**config.mk**
```make
export PLATFORM = sky130hd
export DESIGN_NAME = multi_task_watchdog_supervisor_top
export DESIGN_NICKNAME = d
export VERILOG_FILES = /design/src/sv/mtws_pkg.sv /design/src/sv/multi_task_watchdog_supervisor_top.sv
export VERILOG_INCLUDE_DIRS = /design/src /design/src/sv
export SDC_FILE = /design/constraint.sdc
export NUM_CORES = 1
export LEC_CHECK = 0
export ABC_AREA = 1
export ABC_CLOCK_PERIOD_IN_PS = 6700
export BUFFER_PORTS_ARGS = -buffer_cell sky130_fd_sc_hd__buf_2
export CAP_MARGIN = 10
export CORE_ASPECT_RATIO = 1.5
export CORE_MARGIN = 8
export CORE_UTILIZATION = 50
export CTS_CLUSTER_DIAMETER = 50
export DETAILED_ROUTE_END_ITERATION = 16
export PLACE_DENSITY = 0.82
export SKIP_LAST_GASP = 1
export SLEW_MARGIN = 15
export SYNTH_ARGS = -nofsm -noshare
export SYNTH_HDL_FRONTEND = slang
export SYNTH_SLANG_ARGS = --single-unit
```
**constraint.sdc**
```tcl
create_clock -name clock -period 6.7 [get_ports clock]
set_clock_uncertainty 0.2 [all_clocks]
set_input_delay 0 -clock clock [delete_from_list [all_inputs] [get_ports clock]]
set_output_delay 0 -clock clock [all_outputs]
set_load 0.05 [all_outputs]
```
**src/sv/assert_macros.svh**
```systemverilog
// assertion macros shared by the supervisor rtl
// no dependencies; checks compile away when SYNTHESIS is defined
`ifndef ASSERT_MACROS_SVH
`define ASSERT_MACROS_SVH
`ifndef SYNTHESIS
`define CHK_IMPL(name, clk, rst, ante, cons) \
   name: assert property (@(posedge clk) disable iff (rst) (ante) |-> (cons)) \
      else $error("assertion failed");
`define CHK_NEXT(name, clk, rst, ante, cons) \
   name: assert property (@(posedge clk) disable iff (rst) (ante) |=> (cons)) \
      else $error("assertion failed");
`else
`define CHK_IMPL(name, clk, rst, ante, cons)
`define CHK_NEXT(name, clk, rst, ante, cons)
`endif
`endif

```
**src/sv/mtws_pkg.sv**
```systemverilog
// types, codes and reset constants of the watchdog supervisor
// no dependencies
package mtws_pkg;

   localparam int MAX_REPORTERS = 31;
   localparam int CNT_W         = 16;
   localparam int REQ_W         = 5;

   localparam logic [REQ_W-1:0] REQUIRED_RESET = 5'd31;
   localparam logic [CNT_W-1:0] INTERVAL_RESET = 16'd10;
   localparam logic             ENABLE_RESET   = 1'b1;

   typedef enum logic [2:0] {
      OP_TICK       = 3'd0,
      OP_REPORT     = 3'd1,
      OP_REPORT_ALL = 3'd2,
      OP_INIT       = 3'd3,
      OP_FORCE_INT  = 3'd4,
      OP_FORCE_EXT  = 3'd5
   } opcode_type;

   typedef enum logic [1:0] {
      CSR_REQUIRED = 2'd0,
      CSR_INTERVAL = 2'd1,
      CSR_ENABLE   = 2'd2
   } csr_index_type;

   typedef logic [MAX_REPORTERS-1:0] mask_type;

   function automatic mask_type required_mask(input logic [REQ_W-1:0] count);
      logic [REQ_W-1:0]     r;
      logic [MAX_REPORTERS:0] bit_one;
      begin
         r = count;
         if (32'(r) > 32'(MAX_REPORTERS)) begin
            r = REQ_W'(MAX_REPORTERS);
         end
         bit_one = (MAX_REPORTERS+1)'(1) << r;
         required_mask = mask_type'(bit_one - (MAX_REPORTERS+1)'(1));
      end
   endfunction

endpackage

```
**src/sv/multi_task_watchdog_supervisor_top.sv**
```systemverilog
// response: registered, and presented in the cycle after its request is accepted
// throughput: one request per cycle; the single response register decouples the
// two sides and the next request is taken whenever that register drains
// reset: synchronous active high; clears mask, flags and counter to their reset
// values and the config registers to 31, 10 and 1; no clearing pass
module multi_task_watchdog_supervisor_top
   import mtws_pkg::*;
(
   input  logic        clock,
   input  logic        reset,
   input  logic        req_tvalid,
   output logic        req_tready,
   input  logic [7:0]  req_tdata,   // opcode[2:0], reporter_id[7:3]
   output logic        rsp_tvalid,
   input  logic        rsp_tready,
   output logic [39:0] rsp_tdata,   // internal_feed[0], external_level[1],
                                    // timeout_suspect[2], saved_reports[33:3],
                                    // all_reported[34], zero[39:35]
   input  logic        csr_psel,
   input  logic        csr_penable,
   input  logic        csr_pwrite,
   input  logic [3:0]  csr_paddr,
   input  logic [31:0] csr_pwdata,
   output logic [31:0] csr_prdata,
   output logic        csr_pready
);
`include "assert_macros.svh"

   logic [REQ_W-1:0] required_ff;
   logic [CNT_W-1:0] interval_ff;
   logic             enable_ff;

   mask_type         mask_ff, mask_in;
   logic [CNT_W-1:0] countdown_ff, countdown_in;
   logic             phase_ff, phase_in;
   logic             ext_allowed_ff, ext_allowed_in;
   logic             int_blocked_ff, int_blocked_in;
   mask_type         captured_ff, captured_in;
   logic             suspect_ff, suspect_in;

   logic             rsp_valid_ff;
   logic [39:0]      rsp_data_ff, rsp_data_in;

   logic             req_acc;
   logic             csr_wr;
   csr_index_type    csr_idx;
   opcode_type       op;
   logic [4:0]       rep_id;
   mask_type         req_mask;
   logic             fed;
   logic             all_rep;

   assign csr_pready = 1'b1;
   assign csr_wr     = csr_psel && csr_penable && csr_pwrite;
   assign csr_idx    = csr_index_type'(csr_paddr[3:2]);

   always_ff @(posedge clock) begin
      if (reset) begin
         required_ff <= REQUIRED_RESET;
         interval_ff <= INTERVAL_RESET;
         enable_ff   <= ENABLE_RESET;
      end else if (csr_wr) begin
         unique case (csr_idx)
            CSR_REQUIRED: required_ff <= csr_pwdata[REQ_W-1:0];
            CSR_INTERVAL: interval_ff <= csr_pwdata[CNT_W-1:0];
            CSR_ENABLE:   enable_ff   <= csr_pwdata[0];
            default: ;
         endcase
      end
   end

   always_comb begin
      unique case (csr_idx)
         CSR_REQUIRED: csr_prdata = {{(32-REQ_W){1'b0}}, required_ff};
         CSR_INTERVAL: csr_prdata = {{(32-CNT_W){1'b0}}, interval_ff};
         CSR_ENABLE:   csr_prdata = {31'd0, enable_ff};
         default:      csr_prdata = 32'd0;
      endcase
   end

   assign req_tready = !rsp_valid_ff || rsp_tready;
   assign req_acc    = req_tvalid && req_tready;
   assign op         = opcode_type'(req_tdata[2:0]);
   assign rep_id     = req_tdata[7:3];
   assign req_mask   = required_mask(required_ff);

   always_comb begin
      mask_in        = mask_ff;
      countdown_in   = countdown_ff;
      phase_in       = phase_ff;
      ext_allowed_in = ext_allowed_ff;
      int_blocked_in = int_blocked_ff;
      captured_in    = captured_ff;
      suspect_in     = suspect_ff;
      fed            = 1'b0;
      unique case (op)
         OP_TICK: begin
            if (!enable_ff || countdown_ff != '0) begin
               fed      = !int_blocked_ff;
               phase_in = phase_ff ^ ext_allowed_ff;
               if (enable_ff) begin
                  countdown_in = countdown_ff - CNT_W'(1);
                  suspect_in   = 1'b0;
               end
            end else begin
               captured_in = mask_ff;
               suspect_in  = 1'b1;
               if ((mask_ff & req_mask) == req_mask) begin
                  fed          = !int_blocked_ff;
                  phase_in     = phase_ff ^ ext_allowed_ff;
                  mask_in      = '0;
                  countdown_in = interval_ff;
               end
            end
         end
         OP_REPORT: begin
            if (rep_id != 5'd0 && 32'(rep_id) <= 32'(MAX_REPORTERS)) begin
               mask_in = mask_ff | (mask_type'(1) << (rep_id - 5'd1));
            end
         end
         OP_REPORT_ALL: begin
            mask_in  = req_mask;
            fed      = !int_blocked_ff;
            phase_in = phase_ff ^ ext_allowed_ff;
         end
         OP_INIT: ext_allowed_in = 1'b1;
         OP_FORCE_INT: begin
            int_blocked_in = 1'b1;
            phase_in       = phase_ff ^ ext_allowed_ff;
         end
         OP_FORCE_EXT: begin
            ext_allowed_in = 1'b0;
            fed            = !int_blocked_ff;
         end
         default: ;
      endcase
      all_rep     = (mask_in & req_mask) == req_mask;
      rsp_data_in = {5'd0, all_rep, captured_in, suspect_in, phase_in, fed};
   end

   always_ff @(posedge clock) begin
      if (reset) begin
         mask_ff        <= '0;
         countdown_ff   <= INTERVAL_RESET;
         phase_ff       <= 1'b1;
         ext_allowed_ff <= 1'b1;
         int_blocked_ff <= 1'b0;
         captured_ff    <= '0;
         suspect_ff     <= 1'b0;
      end else if (req_acc) begin
         mask_ff        <= mask_in;
         countdown_ff   <= countdown_in;
         phase_ff       <= phase_in;
         ext_allowed_ff <= ext_allowed_in;
         int_blocked_ff <= int_blocked_in;
         captured_ff    <= captured_in;
         suspect_ff     <= suspect_in;
      end
   end

   always_ff @(posedge clock) begin
      if (reset) begin
         rsp_valid_ff <= 1'b0;
      end else if (req_acc) begin
         rsp_valid_ff <= 1'b1;
      end else if (rsp_tready) begin
         rsp_valid_ff <= 1'b0;
      end
   end

   always_ff @(posedge clock) begin
      if (req_acc) begin
         rsp_data_ff <= rsp_data_in;
      end
   end

   assign rsp_tvalid = rsp_valid_ff;
   assign rsp_tdata  = rsp_data_ff;

   `CHK_NEXT(a_blocked_sticky, clock, reset, int_blocked_ff, int_blocked_ff)
   `CHK_NEXT(a_resp_follows, clock, reset, req_acc, rsp_tvalid)
   `CHK_NEXT(a_count_down, clock, reset,
      req_acc && op == OP_TICK && enable_ff && countdown_ff != '0,
      countdown_ff == $past(countdown_ff) - CNT_W'(1))
   `CHK_NEXT(a_check_suspect, clock, reset,
      req_acc && op == OP_TICK && enable_ff && countdown_ff == '0,
      suspect_ff && rsp_tdata[2])
   `CHK_NEXT(a_force_ext, clock, reset, req_acc && op == OP_FORCE_EXT,
      !ext_allowed_ff && rsp_tdata[1] == $past(phase_ff))

endmodule

```
==> impl_metrics.csv <==
group,metric,value,unit
timing,tightestPinTransition,1040,ps
logic_synthesis,syn_area_per_cell,6.57,um2
finish,finalInstanceArea,10200,um2
finish,drive_gt1_share,10.7,%
floorplanning,io_pins,126,
global_routing,grt_pass1_vias,8969,
detailed_routing,routedWlPerCell,15.9,um
logic_synthesis,synth_area_leaders,"dfxtp_1 24%, edfxtp_1 12%, nand2_1 11%",
finish,final_cells,1654,
detailed_routing,num_vias,9278,
cts,clkLatencyLatePin,440,ps
detailed_routing,finalWirelength,26400,um
critical_path,worstPathMaxFanout,32,
cts,cts_buffer_depth,2,
critical_path,required,6830,ps
timing,slew_headroom,30.0,%
status,status,"finished, final reports clean",
detailed_routing,via_per_inst,5.61,
global_routing,antenna_found_initial,3,
logic_synthesis,ys_ff_latch,140,
global_routing,grt_pass1_wl,42900,um
finish,final_util,58.7,%
cts,cts_made_buffers,17,
global_routing,grt_max_degree,79,
detailed_routing,dr.max_layer_used,"met5",
cts,cts_tree,"built",
timing,min_period,4620,ps
detailed_routing,ant_nets,0,
placed_design,place_congestion,0.975,
logic_synthesis,syn_area,8850,um2
logic_synthesis,synthArstFlopShare,0,%
timing,rsz0062_at_grt,"false",
cts,cts-root-buf,"clkbuf_16",
placed_design,hpwl,18900,um
cts,cts_resized,0,
detailed_routing,drt-met1-wl,9920,um
timing,whs,29.7,ps
floorplanning,die_area,22300,um2
timing,setup_violations,0,
floorplanning,rows,59,
pwr,power_density,232,nW/um2
timing,fin_tns_setup,0,ps
critical_path,end_kind,"flop",
floorplanning,die_w,125,um
global_routing,grt_use_total,23.4,%
placed_design,placed_cell_area,9240,um2
min_path,hold_class,"primary input to flop",
pwr,p_leak,4.93,nW
cts,post_cts_buffers,0,
logic_synthesis,synth_edf_count,35,
placed_design,dp_cells,1589,
timing,period_share,69.0,%
logic_synthesis,yosysTopAreaCell,"dfxtp_1",
floorplanning,core_area,17300,um2
logic_synthesis,netlist_instances,1346,
timing,fmax,216,MHz
critical_path,cp.arrival,4750,ps
finish,finalNetCount,1481,
floorplanning,die_h,179,um
logic_synthesis,synth_ff_type,"dfxtp_1",
logic_synthesis,synthTopCellsByCount,"252 x nand2_1, 214 x inv_1, 194 x nor2_1, 111 x o21ai_0, 105 x dfxtp_1",
cts,htree_levels,4,
detailed_routing,firstDrtPassIters,6,
critical_path,criticalPathCategory,"flop to flop",
logic_synthesis,synth.most_common_cell,"nand2_1",
cts,clock_sinks,140,
cts,cts.clk_slew.worst_paths,60,ps
detailed_routing,drcViolationCount,0,
finish,diodes,0,
detailed_routing,wl_met3,1860,um
timing,maxSlewViolCount,0,
logic_synthesis,synth_top_area_share,23.8,%
logic_synthesis,yosys_warnings,0,
finish,area_growth_syn_to_layout,15.1,%
logic_synthesis,ys_seq_area_share,35.6,%
cts,cts.hold.buffers_added,33,
timing,final-hold-violation-count,0,
detailed_routing,dr.first_iter.drc_count,715,
flow_run,cap_viol_max_count,0,
global_routing,grt_overflow,0,
pwr,ir_drop,0.192,mV
critical_path,startpoint_type,"flop",
floorplanning,initial_core_util,51.0,%
logic_synthesis,ys_types,48,
detailed_routing,wl_met2,13200,um
finish,fillers,1579,
placed_design,port_buffers,85,
layer usage:
metal | track usage, % | up-vias
li1 | - | 4561
met2 | 42.2 | 404
met1 | 24.3 | 4208
met4 | 15.2 | 6
met3 | 5.24 | 99
met5 | 0 | -
sequential cells by signal, indices dropped and copies added (netlist names):
signal and cells:
enable_ff 1, ext_allowed_ff 1, captured_ff 31, required_ff 5, int_blocked_ff 1, mask_ff 31, countdown_ff 16, interval_ff 16
rsp_tvalid 1, suspect_ff 1, rsp_tdata 35, phase_ff 1
report_power, final:
group          internal [mW]  switching [mW]
clock                  0.589           0.399
combinational          0.119           0.296
sequential             0.924          0.0326
total                   1.63           0.728
per-stage QoR:
step           power, mW  worst slack, ps
4_1_cts             2.36             2160
6_report            2.36             2080
3_3_place_gp        1.36             2160
2_1_floorplan       1.29             3250
3_5_place_dp        1.37             2170
5_1_grt             2.44             1770
cell type report:
type	instances	area [um2]	area share (%)
sequential	140	3150	30.9
multi-input combinational	919	4490	44.1
clock inverter	13	151	1.49
timing repair buffer	125	808	7.93
clock buffer	19	464	4.56
inverter	225	852	8.36
tap	213	267	2.62
cell usage in the layout, fill, tap and decap left out, types with 4 or more instances in the layout:
master         count
a21oi_1           56
a22o_1             5
a31oi_1           12
and2_1             9
buf_2             85
buf_4              7
clkbuf_16         18
clkinv_4           4
conb_1            22
dfxtp_1          105
dlygate4sd3_1     33
edfxtp_1          35
inv_1            214
inv_2              8
inv_6              5
nand2_1          252
nand3_1           46
nand4_1           81
nor2_1           194
nor2_2             5
nor3_1            10
o211ai_1          45
o21ai_0          111
o21ai_1           13
o22ai_1            7
xor2_1            10
final timing paths:
kind	startpoint	endpoint	slack, ps	cells after the start
worst max-delay path	required_ff[2]	countdown_ff[12]	2080	22
worst min-delay path	csr_paddr[2]	required_ff[3]	30	5
worst max register to register	required_ff[2]	countdown_ff[12]	2080	22
worst min register to register	interval_ff[5]	interval_ff[5]	280	2
worst max-delay path, stage by stage, from the launching register on:
cell      delay (ps)
dfxtp_1          790
inv_2            240
nand2_1          150
nor2_1            80
nand3_1          220
ha_1             240
nand3_1          140
inv_2            170
nand2_2          130
inv_2            140
nand2_1          110
nand3_1          110
nand3_1           90
nor2_1           130
nand2_1          100
nor2_2           160
nand3_4          390
o21ai_2          220
nand3_4          210
clkinv_4         220
nand2_1           90
o21ai_1          130
a21oi_1           50
kinds of logic (layout without fill, tap and decap cells):
kind of cell	Yosys count	in the layout	synth area share [%]
AOI/OAI and AO/OA	271	271	18.0
xor gates and xnor gates	13	13	1.29
adders and majority gates	2	2	0.283
buffers and inverters	307	382	14.6
DFF	140	140	35.6
other	2	22	0.0849
and+or+nand+nor	611	611	30.1
(Power assumes the default switching activity.)
